`src/rtl/arc_point_evaluator_defines.svh`:
```
// Assertion macros shared by the arc point evaluator RTL.
`ifndef ARC_POINT_EVALUATOR_DEFINES_SVH
`define ARC_POINT_EVALUATOR_DEFINES_SVH

`ifndef SYNTHESIS

// Antecedent implies consequent in the same cycle.
`define APE_ASSERT_IMPL(lbl, clk, rst_n, ante, cons) \
    lbl: assert property (@(posedge clk) disable iff (!rst_n) (ante) |-> (cons)) \
        else $error("arc_point_evaluator: implication check failed");

// Condition never true.
`define APE_ASSERT_NEVER(lbl, clk, rst_n, cond) \
    lbl: assert property (@(posedge clk) disable iff (!rst_n) !(cond)) \
        else $error("arc_point_evaluator: forbidden condition seen");

`else

`define APE_ASSERT_IMPL(lbl, clk, rst_n, ante, cons)
`define APE_ASSERT_NEVER(lbl, clk, rst_n, cond)

`endif

`endif

```
`src/rtl/ape_pkg.sv`:
```
// Types and constants of the arc point evaluator.
package ape_pkg;

    localparam int CFG_IW = 3;
    localparam int CFG_DW = 64;

    localparam logic [CFG_IW-1:0] REG_CENTER_X    = 3'd0;
    localparam logic [CFG_IW-1:0] REG_CENTER_Y    = 3'd1;
    localparam logic [CFG_IW-1:0] REG_AXES_PACKED = 3'd2;
    localparam logic [CFG_IW-1:0] REG_RADIUS      = 3'd3;
    localparam logic [CFG_IW-1:0] REG_START_ANGLE = 3'd4;
    localparam logic [CFG_IW-1:0] REG_END_ANGLE   = 3'd5;

    localparam logic [31:0] RST_CENTER_X    = 32'd0;
    localparam logic [31:0] RST_CENTER_Y    = 32'd0;
    localparam logic [63:0] RST_AXES_PACKED = 64'h0000_0000_4000_4000;
    localparam logic [30:0] RST_RADIUS      = 31'd65536;
    localparam logic [31:0] RST_START_ANGLE = 32'd0;
    localparam logic [31:0] RST_END_ANGLE   = 32'd26353589;

    localparam int TW = 17;
    localparam logic [TW-1:0] T_ONE = 17'h10000;

    // Angle constants, Q8.24
    localparam longint ANG_TWO_PI  = 105414357;
    localparam longint ANG_PI      = 52707179;
    localparam longint ANG_HALF_PI = 26353589;

    // Modulo reduction: offset makes any int32 angle positive, then
    // MOD_STEPS conditional subtracts of 2*pi scaled by powers of two.
    localparam int     MW         = 33;
    localparam int     MOD_STEPS  = 6;
    localparam longint MOD_WRAPS  = 21;
    localparam logic [MW-1:0] MOD_OFFSET = MW'(MOD_WRAPS * ANG_TWO_PI);

    localparam int AW = 28;   // folded angle, signed
    localparam int ZFRAC = 6; // Q8.24 to Q2.30

    localparam int ZW = 34;
    localparam logic signed [ZW-1:0] GAIN_Q30 = 34'sd652032874;

    localparam logic [29:0] ATAN_Q30 [32] = '{
        30'd843314856, 30'd497837829, 30'd263043836, 30'd133525158,
        30'd67021686,  30'd33543515,  30'd16775850,  30'd8388437,
        30'd4194282,   30'd2097149,   30'd1048575,   30'd524287,
        30'd262143,    30'd131071,    30'd65535,     30'd32767,
        30'd16383,     30'd8191,      30'd4095,      30'd2047,
        30'd1023,      30'd511,       30'd255,       30'd127,
        30'd63,        30'd31,        30'd15,        30'd8,
        30'd4,         30'd2,         30'd1,         30'd0
    };

    typedef struct packed {
        logic signed [ZW-1:0] x;
        logic signed [ZW-1:0] y;
        logic signed [ZW-1:0] z;
        logic                 neg;
    } cordic_tok_t;

endpackage

```
`src/rtl/ape_cordic_cell.sv`:
```
// One rotation-mode CORDIC micro-rotation cell.
module ape_cordic_cell #(
    parameter int STAGE = 0
) (
    input  logic                 clk,
    input  logic                 rst_n,
    input  logic                 valid_in,
    input  ape_pkg::cordic_tok_t tok_in,
    output logic                 valid_out,
    output ape_pkg::cordic_tok_t tok_out
);
    import ape_pkg::*;

    localparam logic signed [ZW-1:0] AT = $signed(ZW'(ATAN_Q30[STAGE]));

    logic        valid_reg;
    cordic_tok_t tok_reg;
    cordic_tok_t tok_next;

    logic signed [ZW-1:0] dx;
    logic signed [ZW-1:0] dy;

    always_comb
    begin
        dx = $signed(tok_in.y) >>> STAGE;
        dy = $signed(tok_in.x) >>> STAGE;
        tok_next.neg = tok_in.neg;
        if (!tok_in.z[ZW-1])
        begin
            tok_next.x = tok_in.x - dx;
            tok_next.y = tok_in.y + dy;
            tok_next.z = tok_in.z - AT;
        end
        else
        begin
            tok_next.x = tok_in.x + dx;
            tok_next.y = tok_in.y - dy;
            tok_next.z = tok_in.z + AT;
        end
    end

    always_ff @(posedge clk or negedge rst_n)
    begin
        if (!rst_n)
        begin
            valid_reg <= 1'b0;
        end
        else
        begin
            valid_reg <= valid_in;
        end
    end

    always_ff @(posedge clk)
    begin
        tok_reg <= tok_next;
    end

    assign valid_out = valid_reg;
    assign tok_out   = tok_reg;

endmodule

```
`config.mk`:
```
export PLATFORM = sky130hd
export DESIGN_NAME = ape_cordic_cell
export DESIGN_NICKNAME = d
export VERILOG_FILES = /design/src/rtl/arc_point_evaluator_defines.svh /design/src/rtl/ape_pkg.sv /design/src/rtl/ape_cordic_cell.sv
export SDC_FILE = /design/constraint.sdc
export NUM_CORES = 1
export LEC_CHECK = 0
export BUFFER_PORTS_ARGS = -buffer_cell sky130_fd_sc_hd__clkbuf_2
export CELL_PAD_IN_SITES_DETAIL_PLACEMENT = 0
export CELL_PAD_IN_SITES_GLOBAL_PLACEMENT = 2
export CORE_ASPECT_RATIO = 0.75
export CORE_MARGIN = 4
export CORE_UTILIZATION = 34
export DETAILED_ROUTE_END_ITERATION = 10
export PLACE_DENSITY = 0.91
export SLEW_MARGIN = 20
export SYNTH_ARGS = -nofsm -noshare
export SYNTH_HDL_FRONTEND = slang
export SYNTH_SLANG_ARGS = --single-unit
```
`constraint.sdc`:
```
create_clock -name clk -period 0.92 [get_ports clk]
set_input_delay 0.092 -clock clk [delete_from_list [all_inputs] [get_ports clk]]
set_output_delay 0.092 -clock clk [all_outputs]
set_load 0.05 [all_outputs]
```
Word-level counts from Yosys, hierarchy flattened
Cells that the tools add are included.
Cells by class
  add/subtract/negate cells: 5
  muxes and demuxes: 1
Operator list (number)
  102-bit two-way mux: 1
  34-bit subtractor: 2
  34-bit by 31-bit adder with 34-bit output (second input constant): 1
  34-bit adder: 1
  34-bit by 31-bit subtractor with 34-bit output (second input constant): 1
Storage, ports and cells
  register bits after elaboration: 104
  input bits: 106
  output and inout bits: 104

Longest topological paths before layout
  depth in word-level cells: 2
  gate-level depth with buffers: 12
  depth with buffers taken out: 11

Least setup slack after synthesis
Ideal clock, no wire load.
  kind: input to register
  start: in tok_in[34] (netlist bit)
  end: reg tok_reg, in the netlist tok_out[30]
  setup time: 0.127 ns
  arrival: 3.065 ns
  path slack: -2.272 ns
  stages on the path: 12
  cells stage by stage: clkbuf_1 > clkinv_1 > buf_2 > fa_1 > a211oi_2 > nor2_1 > o31a_1 > a211o_1 > a311o_1 > a21oi_4 > nor3_1 > or3b_1
RTL lines
  from (decl): RTL line ape_cordic_cell.sv:8  | input ape_pkg::cordic_tok_t tok_in,
  to (signal assigned): RTL line ape_cordic_cell.sv:56  | tok_reg <= tok_next;
  to (decl): RTL line ape_cordic_cell.sv:17  | cordic_tok_t tok_reg;

==> flow_summary.ini <==
[die]
start_util_pct = 35.0
fp.dieH_um = 153
fp.dieW_um = 202
dieArea_um2 = 30900
num_rows = 52
core_um2 = 27300
ioPinCount = 210

[synthesis]
synth_seq_cells = 103
synth_edf_count = 0
ys_top_cells_by_count = 128 x ha_1, 127 x a21oi_1, 113 x inv_1
synth_largest_area_cell = dfxtp_1
netlist.area_leader.share_pct = 21.4
synthTopCellsByArea = dfxtp_1 21%, ha_1 17%, a21oi_1 6.7%, xnor2_1 6.2%, inv_1 4.4%
syn_nets = 1458
syn_area_per_cell_um2 = 7.83
yosys.cell_count.top_type = ha_1
yosysUniqueCellTypes = 78
yosysSeqAreaShare_pct = 21.6
syn_area_um2 = 9560
synth_top_flop_cell = dfxtp_1
syn_inst = 1220
async_reset_ff_share_pct = 0.971
yosys_warnings = 0

[status]
outcome = complete, but fails checks
violations = setup timing

[timing]
slew_headroom_pct = 56.0
slew_violations = 0
setup_viol = 193
worst_pin_slew_ns = 0.655
period_share_pct = 252
fmax_ghz = 0.432
setup_tns_ns = -87.67
finalHoldViolCount = 0
period_minus_slack_ns = 2.32
worst_slack_ns = -1.40
rsz0062_at_grt = yes

[global_route]
grt_usage_pct = 26.2
grt_overflow = 0
grt_pass1_vias = 12251
antenna_found_initial = 0
grt_pass1_wl_um = 65900
grt_start_max_net_pins = 55

[clock_tree]
htree_num_levels = 3
cts_tree = built
path_clk_slew_ns = 0.08
cts_buffers = 9
clockBufferDepth = 2
cts_sinks = 103
clk_root_buffer_cell = clkbuf_16

[drt]
vias_per_cell = 5.38
wirelength_um = 44000
vias = 12092
wire_per_inst_um = 19.6
drtIter0Drc = 869
drc = 0
postRouteAntennaNets = 0
drt_pass1_iterations = 5

[job]
max_cap_viol_count = 0

[pwr]
p_seq_share_pct = 22.4
swShare_pct = 42.2
max-vdd-ir-drop_uv = 1020
p_sw_mw = 12.3
p_leak_nw = 8.85
p_int_mw = 16.8
combPwrFrac_pct = 62.9
p_per_area_nw_per_um2 = 1510
clockPowerShare_pct = 14.7

[cells_and_area]
fin_nets = 2130
antenna_cells = 0
nFillCells = 1913
fin_cells = 2248
syn_to_final_growth_pct = 102
drive_above_1_share_pct = 60.4

[critical_path]
crit_path_end_kind = flop
critPathRequiredTime_ns = 1.17
worstPathArrival_ns = 2.57
path_max_fanout = 4
start_kind = primary input
worstSetupPathType = in2reg

[placement]
gp_congestion = 0.977
placed_cells = 2167
hpwlAfterDp_um = 31000
portBuffers = 209

[min_path]
min_path_type = in2reg
## per-stage QoR
step | power (mW) | setup WS, ns | utilization, % | cell area, um2 | hold slack [ns]
3_3_place_gp | 18.8 | -1.78 | 54.0 | 14700 | -0.133
5_1_grt | 30.2 | -1.41 | 70.6 | 19300 | 0.0140
6_report | 29.1 | -1.40 | 70.6 | 19300 | 0.0272
3_5_place_dp | 19.0 | -1.79 | 54.0 | 14700 | -0.131
2_1_floorplan | 14.0 | -1.86 | - | 10300 | -0.204
4_1_cts | 27.6 | -1.21 | 67.2 | 18400 | 0.0320
## cell type report
| class | count | area (um2) | area share, % |
|---|---|---|---|
| repair buffers | 713 | 6880 | 35.7 |
| well taps | 351 | 439 | 2.28 |
| multi-input cells | 950 | 8940 | 46.3 |
| clock buffers | 11 | 243 | 1.26 |
| inverters | 115 | 524 | 2.72 |
| clock inverters | 5 | 63.8 | 0.331 |
| flip-flops and latches | 103 | 2200 | 11.4 |
## timing repair
item / in CTS / in global routing
hold buffers: 8 / 0
gates resized for setup: 622 / 227
setup buffers: 39 / 32
endpoints found under the setup margin: 197 / 196
pin swaps: 144 / 128
hold endpoints to repair: 7 / 0
## worst max-delay path, cell delays in order
cell,delay [ns]
buf_12,0.10
clkinv_8,0.05
fa_2,0.37
a211oi_2,0.27
nor2_1,0.11
o31a_1,0.27
a211o_1,0.31
a311o_1,0.41
a21oi_4,0.19
nor3_2,0.05
or3b_1,0.34
## power groups by stage
stage | clock (mW) | combinational (mW) | sequential (mW)
2_1_floorplan | 0 | 4.62 | 9.39
3_3_place_gp | 0 | 12.9 | 5.91
3_5_place_dp | 0 | 13.0 | 5.93
4_1_cts | 4.37 | 16.9 | 6.30
5_1_grt | 4.56 | 19.1 | 6.58
6_report | 4.28 | 18.3 | 6.50
## registers in the layout, summed over array words and instances, names as in the netlist
name       cells
tok_out      102
valid_out      1
## layer usage
metal / up-vias / track usage [%] / part of all wire (%)
met2: 485 / 43.5 / 48
met3: 93 / 3.62 / 6.0
met1: 5821 / 35.6 / 44
met5: - / 0 / 0
met4: 0 / 8.04 / 2.7
li1: 5693 / - / -
## kinds of logic (layout without fill, tap and decap cells)
group	after synthesis	after routing	share of synthesized area, %
XOR/XNOR	83	83	7.61
AND/OR/NAND/NOR	300	300	15.4
buffers and inverters	167	844	6.95
AO/OA/AOI/OAI	417	417	28.9
adder cells (fa/ha/maj)	132	132	17.6
multiplexers	18	18	1.89
flip-flops	103	103	21.6
## final timing paths
kind	startpoint	to	slack (ns)	cells past startpoint
max in group asynchronous	rst_n	valid_out	0.28	3
max	tok_in[34]	tok_out[30]	-1.40	11
min	tok_in[4]	tok_out[5]	0.03	2
min in group asynchronous	rst_n	valid_out	0.54	3
## cells in the final DEF, fill, tap and decap left out, drive strengths merged, types with 5 or more instances in the layout
| master | n |
|---|---|
| o2111ai | 5 |
| xnor2 | 68 |
| buf | 567 |
| nor3 | 22 |
| inv | 116 |
| dfxtp | 102 |
| nor2 | 99 |
| o21bai | 19 |
| a211o | 7 |
| dlygate4sd3 | 8 |
| a2111oi | 5 |
| mux2i | 18 |
| xor2 | 15 |
| clkbuf | 149 |
| a21oi | 128 |
| and3 | 9 |
| a31oi | 9 |
| nor2b | 17 |
| and2 | 7 |
| or2 | 5 |
| nand3 | 25 |
| ha | 128 |
| nand4 | 18 |
| o21ai | 73 |
| a21o | 38 |
| o211ai | 17 |
| o221ai | 6 |
| nand2b | 12 |
| or3 | 11 |
| a211oi | 24 |
| nor4 | 9 |
| a21boi | 6 |
| o31ai | 17 |
| nand2 | 56 |
| o21a | 19 |
Note: power is estimated with default switching activity, not from simulation.
