## config.mk

```make
export PLATFORM = sky130hd
export DESIGN_NAME = ape_mod_cell
export DESIGN_NICKNAME = d
export VERILOG_FILES = /design/src/rtl/arc_point_evaluator_defines.svh /design/src/rtl/ape_pkg.sv /design/src/rtl/ape_mod_cell.sv
export SDC_FILE = /design/constraint.sdc
export NUM_CORES = 1
export LEC_CHECK = 0
export BUFFER_PORTS_ARGS = -buffer_cell sky130_fd_sc_hd__buf_2
export CAP_MARGIN = 40
export CORE_MARGIN = 2
export CORE_UTILIZATION = 45
export DETAILED_ROUTE_END_ITERATION = 16
export PLACE_DENSITY_LB_ADDON = 0.2
export SYNTH_ARGS = -nofsm -noshare
export SYNTH_HDL_FRONTEND = slang
export SYNTH_SLANG_ARGS = --single-unit
```

## constraint.sdc

```tcl
create_clock -name clk -period 1 [get_ports clk]
set_input_delay 0.1 -clock clk [delete_from_list [all_inputs] [get_ports clk]]
set_output_delay 0.1 -clock clk [all_outputs]
set_load 0.05 [all_outputs]
```

## src/rtl/arc_point_evaluator_defines.svh

```systemverilog
// Assertion macros shared by the arc point evaluator RTL.
`ifndef ARC_POINT_EVALUATOR_DEFINES_SVH
`define ARC_POINT_EVALUATOR_DEFINES_SVH

`ifndef SYNTHESIS

// Antecedent implies consequent in the same cycle.
`define APE_ASSERT_IMPL(lbl, clk, rst_n, ante, cons) \
    lbl: assert property (@(posedge clk) disable iff (!rst_n) (ante) |-> (cons)) \
        else $error("arc_point_evaluator: implication check failed");

// Condition never true.
`define APE_ASSERT_NEVER(lbl, clk, rst_n, cond) \
    lbl: assert property (@(posedge clk) disable iff (!rst_n) !(cond)) \
        else $error("arc_point_evaluator: forbidden condition seen");

`else

`define APE_ASSERT_IMPL(lbl, clk, rst_n, ante, cons)
`define APE_ASSERT_NEVER(lbl, clk, rst_n, cond)

`endif

`endif

```

## src/rtl/ape_pkg.sv

```systemverilog
// Types and constants of the arc point evaluator.
package ape_pkg;

    localparam int CFG_IW = 3;
    localparam int CFG_DW = 64;

    localparam logic [CFG_IW-1:0] REG_CENTER_X    = 3'd0;
    localparam logic [CFG_IW-1:0] REG_CENTER_Y    = 3'd1;
    localparam logic [CFG_IW-1:0] REG_AXES_PACKED = 3'd2;
    localparam logic [CFG_IW-1:0] REG_RADIUS      = 3'd3;
    localparam logic [CFG_IW-1:0] REG_START_ANGLE = 3'd4;
    localparam logic [CFG_IW-1:0] REG_END_ANGLE   = 3'd5;

    localparam logic [31:0] RST_CENTER_X    = 32'd0;
    localparam logic [31:0] RST_CENTER_Y    = 32'd0;
    localparam logic [63:0] RST_AXES_PACKED = 64'h0000_0000_4000_4000;
    localparam logic [30:0] RST_RADIUS      = 31'd65536;
    localparam logic [31:0] RST_START_ANGLE = 32'd0;
    localparam logic [31:0] RST_END_ANGLE   = 32'd26353589;

    localparam int TW = 17;
    localparam logic [TW-1:0] T_ONE = 17'h10000;

    // Angle constants, Q8.24
    localparam longint ANG_TWO_PI  = 105414357;
    localparam longint ANG_PI      = 52707179;
    localparam longint ANG_HALF_PI = 26353589;

    // Modulo reduction: offset makes any int32 angle positive, then
    // MOD_STEPS conditional subtracts of 2*pi scaled by powers of two.
    localparam int     MW         = 33;
    localparam int     MOD_STEPS  = 6;
    localparam longint MOD_WRAPS  = 21;
    localparam logic [MW-1:0] MOD_OFFSET = MW'(MOD_WRAPS * ANG_TWO_PI);

    localparam int AW = 28;   // folded angle, signed
    localparam int ZFRAC = 6; // Q8.24 to Q2.30

    localparam int ZW = 34;
    localparam logic signed [ZW-1:0] GAIN_Q30 = 34'sd652032874;

    localparam logic [29:0] ATAN_Q30 [32] = '{
        30'd843314856, 30'd497837829, 30'd263043836, 30'd133525158,
        30'd67021686,  30'd33543515,  30'd16775850,  30'd8388437,
        30'd4194282,   30'd2097149,   30'd1048575,   30'd524287,
        30'd262143,    30'd131071,    30'd65535,     30'd32767,
        30'd16383,     30'd8191,      30'd4095,      30'd2047,
        30'd1023,      30'd511,       30'd255,       30'd127,
        30'd63,        30'd31,        30'd15,        30'd8,
        30'd4,         30'd2,         30'd1,         30'd0
    };

    typedef struct packed {
        logic signed [ZW-1:0] x;
        logic signed [ZW-1:0] y;
        logic signed [ZW-1:0] z;
        logic                 neg;
    } cordic_tok_t;

endpackage

```

## src/rtl/ape_mod_cell.sv

```systemverilog
// One conditional-subtract cell of the angle modulo chain.
module ape_mod_cell #(
    parameter int K = 0
) (
    input  logic                  clk,
    input  logic                  rst_n,
    input  logic                  valid_in,
    input  logic [ape_pkg::MW-1:0] rem_in,
    output logic                  valid_out,
    output logic [ape_pkg::MW-1:0] rem_out
);
    import ape_pkg::*;

    localparam logic [MW-1:0] STEP = MW'(ANG_TWO_PI <<< K);

    logic          valid_reg;
    logic [MW-1:0] rem_reg;
    logic [MW-1:0] rem_next;

    always_comb
    begin
        if (rem_in >= STEP)
        begin
            rem_next = rem_in - STEP;
        end
        else
        begin
            rem_next = rem_in;
        end
    end

    always_ff @(posedge clk or negedge rst_n)
    begin
        if (!rst_n)
        begin
            valid_reg <= 1'b0;
        end
        else
        begin
            valid_reg <= valid_in;
        end
    end

    always_ff @(posedge clk)
    begin
        rem_reg <= rem_next;
    end

    assign valid_out = valid_reg;
    assign rem_out   = rem_reg;

endmodule

```

After elaboration in Yosys (flattened, before gate mapping)

Index checks and enable logic that the tools add are counted.

Add/sub/neg operators: 1
Magnitude comparators: 1
Multiplexer cells: 1

Operator list:

| operator                                              | number |
|---|---|
| >= comparator 33 x 27 -> 1 bit, second input constant | 1 |
| two-way mux 33 bit                                    | 1 |
| subtractor 33 x 27 -> 33 bit, second input constant   | 1 |

Register bits: 34
Bits of input ports: 36
Output and inout port bits: 34

Longest topological paths before layout

Gate-level depths: netlist (run 1).

Depth after elaboration: 2
Depth in mapped cells: 9
Depth with buffers taken out: 8

Worst setup path before layout (run 1)

OpenSTA, ideal clock, no wires.

Path type: input-to-reg
From: input rem_in[29] (netlist bit)
To: register rem_reg[28], in the netlist rem_out[28]
Setup time: 0.121 ns
Arrival time: 1.785 ns
Path slack: -0.905 ns
Stages: 7
Path buffers: 1
Cells stage by stage: or3_4 > or3_1 > or3_1 > a21oi_4 > buf_6 > nor2_1 > mux2_2

Longest elaborated chain between the ends: 2

RTL lines:

| element                        | RTL line           | text |
|---|---|---|
| from (decl)                    | ape_mod_cell.sv:8  | `input logic [ape_pkg::MW-1:0] rem_in,` |
| >= comparator 33 x 27 -> 1 bit | ape_mod_cell.sv:22 | `if (rem_in >= STEP)` |
| two-way mux 33 bit             | ape_mod_cell.sv:22 |  |
| named net rem_next[28]         | ape_mod_cell.sv:18 | `logic [MW-1:0] rem_next;` |
| to (signal assigned)           | ape_mod_cell.sv:46 | `rem_reg <= rem_next;` |
| to (decl)                      | ape_mod_cell.sv:17 | `logic [MW-1:0] rem_reg;` |

The timed path passes the listed nets, and every way through them passes these cells.

Worst setup path after layout (run 1)

From: input rem_in[29] (netlist bit)
To: register rem_reg[6], in the netlist rem_out[6]

The elaborated chain is that of the path after synthesis.

==> results of run 1 <==
-- timing repair --
item / in CTS / in global routing
hold buffers: 2 / 0
setup buffers: 5 / 1
pin swaps: 5 / 5
setup endpoints to repair: 33 / 37
resized for setup: 25 / 14
endpoints found under the hold margin: 2 / 0
-- registers in the layout (all words and copies together) (netlist names) --
| register | flops |
|---|---|
| rem_out | 33 |
| valid_out | 1 |
-- how the worst max path moves through the flow --
stage / endpoint / cells after the start / startpoint
after floorplan: rem_out[28] / 7 / rem_in[29]
after global placement: rem_out[14] / 8 / rem_in[29]
after detailed placement: rem_out[14] / 8 / rem_in[29]
after CTS: rem_out[28] / 8 / rem_in[29]
after global routing: rem_out[13] / 9 / rem_in[29]
final: rem_out[6] / 9 / rem_in[29]
-- stage by stage --
step | cells | TNS (ns) | cell area, sq um | util, % | worst slack, ns
after global placement | 360 | -31.96 | 2569 | 70.16 | -1.033
after CTS | 375 | -22.62 | 2826 | 77.20 | -0.7468
after floorplan | 187 | -26.35 | 1732 | - | -0.8925
final | 376 | -23.48 | 2889 | 78.91 | -0.7911
after global routing | 376 | -24.52 | 2889 | 78.91 | -0.8132
after detailed placement | 360 | -33.09 | 2569 | 70.16 | -1.090
-- cells in the mapped netlist, types with 2 or more instances --
cell / n
a21oi_1: 10
a31oi_1: 2
and4b_1: 2
buf_4: 2
clkbuf_1: 2
dfxtp_1: 33
ha_1: 2
inv_1: 5
mux2_2: 2
nand2_1: 6
nand3_1: 3
nand4_1: 4
nor2_1: 25
nor2b_1: 2
nor3_1: 9
nor4_1: 3
o21a_1: 2
o21ai_0: 7
o21ba_2: 2
o31ai_1: 3
or2_2: 4
or3_1: 5
xnor2_1: 7
xor2_1: 22
-- metal layers --
layer	track usage, %	routed length [microns]
met4	11.20	106
met5	0	0
met2	44.19	2580
met1	26.06	2020
met3	5.137	206
-- worst min-delay path, delay by kind of cell --
family                 cells  cell delay (ns)
AO/OA/AOI/OAI              2             0.13
buffers and inverters      1             0.12
-- area by class of cell --
cell class,count,area (sq um)
clock buffer,6,82.58
clock inverter,2,12.51
fill,250,772.0
inverter,5,18.77
multi-input combinational,142,1090
sequential,34,685.7
tap,48,60.06
timing repair buffer,139,939.7
-- power by group through the flow --
| stage | clock [mW] | combinational (mW) | sequential [mW] |
|---|---|---|---|
| finish | 1.05 | 1.33 | 1.53 |
| global route | 1.13 | 1.41 | 1.54 |
| CTS | 1.07 | 1.29 | 1.53 |
| detailed placement | 0 | 1.25 | 1.56 |
| global placement | 0 | 1.23 | 1.56 |
| floorplan | 0 | 0.264 | 2.07 |
-- logic make-up (layout without fill, tap and decap cells) --
logic type	after synthesis	count (layout)	share of synthesized area [%]
and+or+nand+nor	73	73	23.57
AOI/OAI and AO/OA	35	35	14.71
DFF	34	34	40.12
xor gates and xnor gates	29	29	14.86
buffers and inverters	11	152	3.367
muxes	3	3	1.903
adders and majority gates	2	2	1.464
-- layout by cell type, fill, tap and decap left out, types with 2 or more instances in the layout --
| cell type | instances |
|---|---|
| o21ai_0 | 6 |
| nand3_1 | 3 |
| dfxtp_1 | 33 |
| buf_2 | 64 |
| nor2_2 | 2 |
| a31oi_1 | 2 |
| inv_1 | 5 |
| nor2_1 | 19 |
| or3_4 | 3 |
| nand2_1 | 6 |
| nor2_4 | 4 |
| a21oi_1 | 9 |
| and4b_1 | 2 |
| buf_6 | 5 |
| o31ai_2 | 2 |
| nor2b_1 | 2 |
| xnor2_1 | 5 |
| buf_4 | 61 |
| nor4_2 | 2 |
| xnor2_2 | 2 |
| or2_2 | 4 |
| nand4_1 | 4 |
| o21a_1 | 2 |
| a21oi_4 | 2 |
| or3_1 | 3 |
| buf_12 | 2 |
| xor2_1 | 22 |
| dlygate4sd3_1 | 2 |
| o21ba_2 | 2 |
| clkbuf_4 | 4 |
| nor3_1 | 7 |
| clkbuf_8 | 6 |
==> impl_metrics.ini, run 1 <==
[outcome]
outcome = finished, violations left
violations = setup timing

[setup_path]
critPathCaptureType = flop
crit_chain = buf_6 -> or3_4 -> or3_4 -> or3_4 -> a21oi_4 -> buf_8 -> buf_6 -> a21oi_4 -> xor2_1
worst_path_largest_cell_delay_ns = 0.39
path_buf_inv = 3
cp_slowest_cell = or3_4
criticalPathCategory = in -> reg
critical_path.startpoint_type = primary input
worstPathMaxFanout = 5
worstPathRequired_ns = 1.17
arrival_ns = 1.96
crit_family = simple AND/OR/NAND/NOR gates
crit_top_cell = or3_4

[grt]
globalRouteOverflowTotal = 0
grt_pass1_vias = 1816
grt_antenna_before_repair = 0
grt_max_degree = 16
track_usage_pct = 24.10
grt_pass1_wl_microns = 7928

[clock_network]
clockBufferDepth = 2
clock-sinks = 34
cts_tree = built
cts-buffers-inserted = 5
clkTransAtPathRegs_ns = 0.07
cts_max_level = 2
cts_root_buf = clkbuf_8

[synthesis]
yosysTopAreaCell = dfxtp_1
ys_ff_latch = 34
synth_area_leaders = dfxtp_1 (39%), xor2_1 (11%), nor2_1 (5.5%)
yosysUniqueCellTypes = 47
netlist_instances = 187
synth_edf_count = 0
ys_warn_count = 0
async_flop_share_pct = 2.941
synth_area_sq_um = 1709
ys.flop_type = dfxtp_1
syn_nets = 225
synth_top_area_share_pct = 38.65
post_synth.cell_area_avg_sq_um = 9.140
yosysSeqAreaShare_pct = 40.12

[detailed_routing]
wl_per_cell_microns = 13.07
vias = 1856
drtPass1Iterations = 4
vias_per_cell = 4.936
ant_nets = 0
drc = 0
first_iter_violations = 54
wirelength_microns = 4914

[place]
hpwl_microns = 3518
gp_congestion = 0.8352
numPortBuffers = 69

[hold_path]
min_path_type = in -> reg
min_delay_path_depth = 3
worstHoldStart = rem_in[31]
holdPathEnd = rem_out[31]

[job]
max-cap-violations = 0

[power]
p_sw_mw = 1.391
power.share.clock_pct = 26.9
netSwitchingFraction_pct = 35.62
p_seq_share_pct = 39.1
intPower_mw = 2.515
pwr-share-comb_pct = 34.0
p_leak_nw = 1.351
p_per_area_nw_per_um2 = 1352
p_total_mw = 3.906
ir_drop_mv = 0.8890

[floorplan]
dieArea_sq_um = 4307
initial_core_util_pct = 46.68
core_area_sq_um = 3661
core.rowCount = 22
dieHeight_microns = 65.63
io_pins = 70
die_x_microns = 65.63

[final_layout]
drive_gt1_share_pct = 54.27
diodes = 0
fin_nets = 365
area_growth_pct = 69.03

[sta]
fin_hold_ws_ns = 0.08938
fin_crit_sh_pct = 179.1
slew_viol_final = 0
rsz0062_at_grt = yes
hold_violations = 0
setup_slack_ns = -0.7911
clock.fmax_mhz = 558.3
max_slew_margin_pct = 70.32
period_minus_slack_ns = 1.791
finalSetupViolations = 33
tightestPinTransition_ns = 0.4411
Note: power is estimated with default switching activity, not from simulation.
==> run 2, diff against run 1 <==
- CAP_MARGIN: 40 -> not set
- CTS_CLUSTER_SIZE: not set -> 24
- RECOVER_POWER: not set -> 25
==> run 2 against run 1 <==
Effect of this change:
- the run still ends with setup timing left
- first-iteration DRC count did not move
- sequential power about the same
- worst setup slack about the same
- power barely moved
- critical path type unchanged
- critical endpoint unchanged
- highest routed layer unchanged
==> impl_metrics.ini, run 2 (synthesis results as in run 1) <==
[detailed_routing]
drtPass1Iterations = 4
vias = 1856
first_iter_violations = 54
vias_per_cell = 4.936
drc = 0
wirelength_microns = 4913
ant_nets = 0
dr_wl_met2_microns = 2579
met1_length_microns = 2018
highest_layer = met4
dr_wl_met3_microns = 209
wl_per_cell_microns = 13.07

[sta]
hold_violations = 0
tightestPinTransition_ns = 0.4411
slew_viol_final = 0
clock.fmax_mhz = 558.2
fin_crit_sh_pct = 179.2
finalSetupViolations = 33
rsz0062_at_grt = yes
max_slew_margin_pct = 70.32
fin_hold_ws_ns = 0.08945
setup_slack_ns = -0.7915
period_minus_slack_ns = 1.792

[final_layout]
layout_commonest_cell = buf_4
drive_gt1_share_pct = 54.27
largest_reg_flops = 33
fillCellCount = 250
fin_nets = 365
diodes = 0
finish.utilization_pct = 78.91
mostFrequentLayoutCells = buf_4 (61), buf_2 (58), dfxtp_1 (33), xor2_1 (22), nor2_1 (19)
area_growth_pct = 69.03

[outcome]
violations = setup timing
outcome = finished, violations left

[power]
ir_drop_mv = 0.8875
netSwitchingFraction_pct = 35.64
intPower_mw = 2.514
power.share.clock_pct = 26.9
p_total_mw = 3.906
pwr-share-comb_pct = 34.0
p_seq_share_pct = 39.1
p_per_area_nw_per_um2 = 1352
p_sw_mw = 1.392
p_leak_nw = 1.352

[floorplan]
core_area_sq_um = 3661
die_x_microns = 65.63
dieArea_sq_um = 4307
core.rowCount = 22
io_pins = 70
dieHeight_microns = 65.63
initial_core_util_pct = 46.68

[hold_path]
min_delay_path_depth = 3
holdPathEnd = rem_out[31]
worstHoldStart = rem_in[31]
min_path_type = in -> reg

[place]
hpwl_microns = 3518
dp_slack_ns = -1.090
gp_congestion = 0.8352
numPortBuffers = 69

[setup_path]
crit_chain = buf_6 -> or3_4 -> or3_4 -> or3_4 -> a21oi_4 -> buf_8 -> buf_6 -> a21oi_4 -> xor2_1
worst_path_largest_cell_delay_ns = 0.39
worstPathRequired_ns = 1.17
criticalPathCategory = in -> reg
critPathCaptureType = flop
worstPathMaxFanout = 5
crit_top_cell = or3_4
arrival_ns = 1.97
critical_path.startpoint_type = primary input
cp_slowest_cell = or3_4

[clock_network]
cts-buffers-inserted = 5
clockBufferDepth = 2
clkTransAtPathRegs_ns = 0.07
cts_tree = built
cts_max_level = 2
clock-sinks = 34
cts_root_buf = clkbuf_8

[grt]
grt_pass1_vias = 1816
grt_max_degree = 16
grt_antenna_before_repair = 0
globalRouteOverflowTotal = 0
track_usage_pct = 24.10
grt_pass1_wl_microns = 7928

[job]
max-cap-violations = 0
==> run 2: worst max-delay path, delay by kind of cell <==
kind	cells	cell delay [ns]
AOI/OAI and AO/OA	2	0.22
xor gates and xnor gates	1	0.18
buffers and inverters	3	0.35
and+or+nand+nor	3	1.10
==> run 2: how the worst max path moves through the flow <==
stage                     from          end  slack (ns)  depth (start not counted)
detailed placement  rem_in[29]  rem_out[14]       -1.09                          8
global placement    rem_in[29]  rem_out[14]       -1.03                          8
CTS                 rem_in[29]  rem_out[28]       -0.75                          8
global route        rem_in[29]  rem_out[13]       -0.81                          9
finish              rem_in[29]   rem_out[6]       -0.79                          9
floorplan           rem_in[29]  rem_out[28]       -0.89                          7
==> run 2: power by group through the flow <==
stage / Combinational [mW] / Clock (mW) / Sequential (mW)
after floorplan: 0.264 / 0 / 2.07
after global placement: 1.23 / 0 / 1.56
after detailed placement: 1.25 / 0 / 1.56
after CTS: 1.29 / 1.07 / 1.53
after global routing: 1.41 / 1.13 / 1.54
final: 1.33 / 1.05 / 1.53
==> run 2: per-stage QoR <==
stage / instances / instance area (sq um) / setup TNS [ns]
after floorplan: 187 / 1732 / -26.35
after global placement: 360 / 2569 / -31.96
after detailed placement: 360 / 2569 / -33.09
after CTS: 375 / 2826 / -22.62
after global routing: 376 / 2889 / -24.52
final: 376 / 2889 / -23.48
==> run 2: final cells by class <==
class                           count  area [sq um]  area share [%]
Multi-Input combinational cell    142          1090           37.72
Timing Repair Buffer              139         939.7           32.52
Sequential cell                    34         685.7           23.73
Clock buffer                        6         82.58           2.858
Tap cell                           48         60.06           2.079
Inverter                            5         18.77          0.6496
Clock inverter                      2         12.51          0.4331
==> run 2: repair_timing <==
item / 4_1_cts / 5_1_grt
pin swaps: 5 / 5
resized for setup: 25 / 14
hold buffers: 2 / 0
gates cloned: 0 / 0
buffers inserted: 5 / 1
endpoints found under the setup margin: 33 / 37
hold endpoints to repair: 2 / 0
==> run 2: per-layer routing <==
metal  up-vias  global-route usage [%]
li1        935                       -
met1       857                   26.06
met2        53                   44.19
met3        11                   5.137
met4         0                   11.20
met5         -                       0
==> run 3, diff against run 2 <==
- CELL_PAD_IN_SITES_DETAIL_PLACEMENT: not set -> 1
- CELL_PAD_IN_SITES_GLOBAL_PLACEMENT: not set -> 1
- CORE_UTILIZATION: 45 -> 37
==> run 3 against run 2 <==
Effect of this change:
- the flow still finishes with violations (setup timing)
- final cell count increased by 0.80%
- first-iteration DRC count increased by 41%
- combinational power increased by 6%
- highest routed layer unchanged
==> impl_metrics.ini, run 3 (synthesis results as in run 1) <==
[clock_network]
cts_max_level = 2
cts-buffers-inserted = 5
clockBufferDepth = 2
cts_tree = built
clkTransAtPathRegs_ns = 0.07
cts_root_buf = clkbuf_8
clock-sinks = 34

[power]
p_leak_nw = 1.343
p_sw_mw = 1.521
pwr-share-comb_pct = 34.8
power.share.clock_pct = 27.2
intPower_mw = 2.524
p_seq_share_pct = 38.0
p_per_area_nw_per_um2 = 1399
netSwitchingFraction_pct = 37.61
ir_drop_mv = 0.7189

[grt]
grt_antenna_before_repair = 0
grt_pass1_vias = 2052
track_usage_pct = 25.61
globalRouteOverflowTotal = 0
grt_max_degree = 12
grt_pass1_wl_microns = 10090

[sta]
slew_viol_final = 0
max_slew_margin_pct = 64.58
rsz0062_at_grt = yes
finalSetupViolations = 33
tightestPinTransition_ns = 0.5289
fin_hold_ws_ns = 0.08004
hold_violations = 0
clock.fmax_mhz = 545.8
setup_slack_ns = -0.8322
fin_crit_sh_pct = 183.2
period_minus_slack_ns = 1.832

[final_layout]
diodes = 0
layout_commonest_cell = buf_4
largest_reg_flops = 33
area_growth_pct = 69.18
drive_gt1_share_pct = 55.35
finish.utilization_pct = 65.50
fillCellCount = 520
mostFrequentLayoutCells = buf_4 (60), buf_2 (57), dfxtp_1 (33), xor2_1 (22), nor2_1 (17)
fin_nets = 364
fin_cells = 379

[detailed_routing]
vias = 2055
ant_nets = 0
wirelength_microns = 7728
first_iter_violations = 76
drc = 0
drtPass1Iterations = 4
wl_per_cell_microns = 20.39
vias_per_cell = 5.422

[place]
gp_congestion = 0.8164
placedCellCount = 362
numPortBuffers = 69
hpwl_microns = 4354

[job]
max-cap-violations = 0

[setup_path]
crit_family = simple AND/OR/NAND/NOR gates
crit_chain = buf_6 -> or3_4 -> or3_4 -> or3_4 -> a21oi_4 -> buf_8 -> buf_12 -> nor2_2 -> xor2_1
path_buf_inv = 3
cp_slowest_cell = or3_4
worstPathRequired_ns = 1.18
worstPathMaxFanout = 6
critical_path.startpoint_type = primary input
criticalPathCategory = in -> reg
critPathCaptureType = flop
crit_top_cell = or3_4
arrival_ns = 2.01
worst_path_largest_cell_delay_ns = 0.39

[floorplan]
initial_core_util_pct = 38.72
dieArea_sq_um = 5179
core_area_sq_um = 4414
core.rowCount = 24
io_pins = 70
dieHeight_microns = 71.97
die_x_microns = 71.97

[outcome]
outcome = finished, violations left
violations = setup timing

[hold_path]
min_path_type = in -> reg
run 3: changes by cell type in the layout (fill, tap and decap cells not counted), moves of 2 or more:
cell    previous run  this run
nor2_2             2         7
nor2_4             4         1
nor2_1            19        17
nor3_1             7         9
run 3: worst paths after layout:
check                            from  cells after the start     endpoint
min in group asynchronous       rst_n                      2    valid_out
max in group asynchronous       rst_n                      2    valid_out
setup / recovery           rem_in[29]                      9   rem_out[7]
hold / removal             rem_in[15]                      2  rem_out[15]
run 3: power groups by stage:
stage | Clock [mW] | Sequential (mW) | Combinational, mW
floorplan | 0 | 2.07 | 0.264
finish | 1.10 | 1.54 | 1.41
CTS | 1.09 | 1.53 | 1.32
detailed placement | 0 | 1.56 | 1.26
global route | 1.16 | 1.55 | 1.47
global placement | 0 | 1.56 | 1.24
run 3: per-layer routing:
layer  global-route usage [%]  up-vias  routed length (microns)
met5                        0        -                        0
met1                    27.15     1002                     2984
met2                    48.05       91                     4074
li1                         -      935                        -
met3                    6.806       27                      397
met4                    9.853        0                      272
run 3: layout make-up:
cell class | count | area [sq um] | share of cell area (%)
inverter | 5 | 18.77 | 0.6491
tap | 52 | 65.06 | 2.250
multi-input combinational | 142 | 1082 | 37.43
timing repair buffer | 138 | 944.7 | 32.67
clock inverter | 2 | 12.51 | 0.4327
sequential | 34 | 685.7 | 23.71
clock buffer | 6 | 82.58 | 2.856
run 3: what timing repair did:
action,4_1_cts,5_1_grt
hold buffers,2,0
pin swaps,7,5
setup endpoints to repair,33,38
hold endpoints to repair,2,0
setup buffers,5,2
gates resized for setup,23,16
run 3: metrics by stage:
stage | setup slack (ns) | total power, mW | cell area, sq um | setup TNS (ns)
finish | -0.8322 | 4.045 | 2892 | -25.63
global route | -0.8451 | 4.176 | 2892 | -26.37
CTS | -0.7893 | 3.945 | 2818 | -24.47
detailed placement | -1.118 | 2.821 | 2559 | -34.71
global placement | -1.063 | 2.794 | 2559 | -33.25
floorplan | -0.8925 | 2.334 | 1732 | -26.35
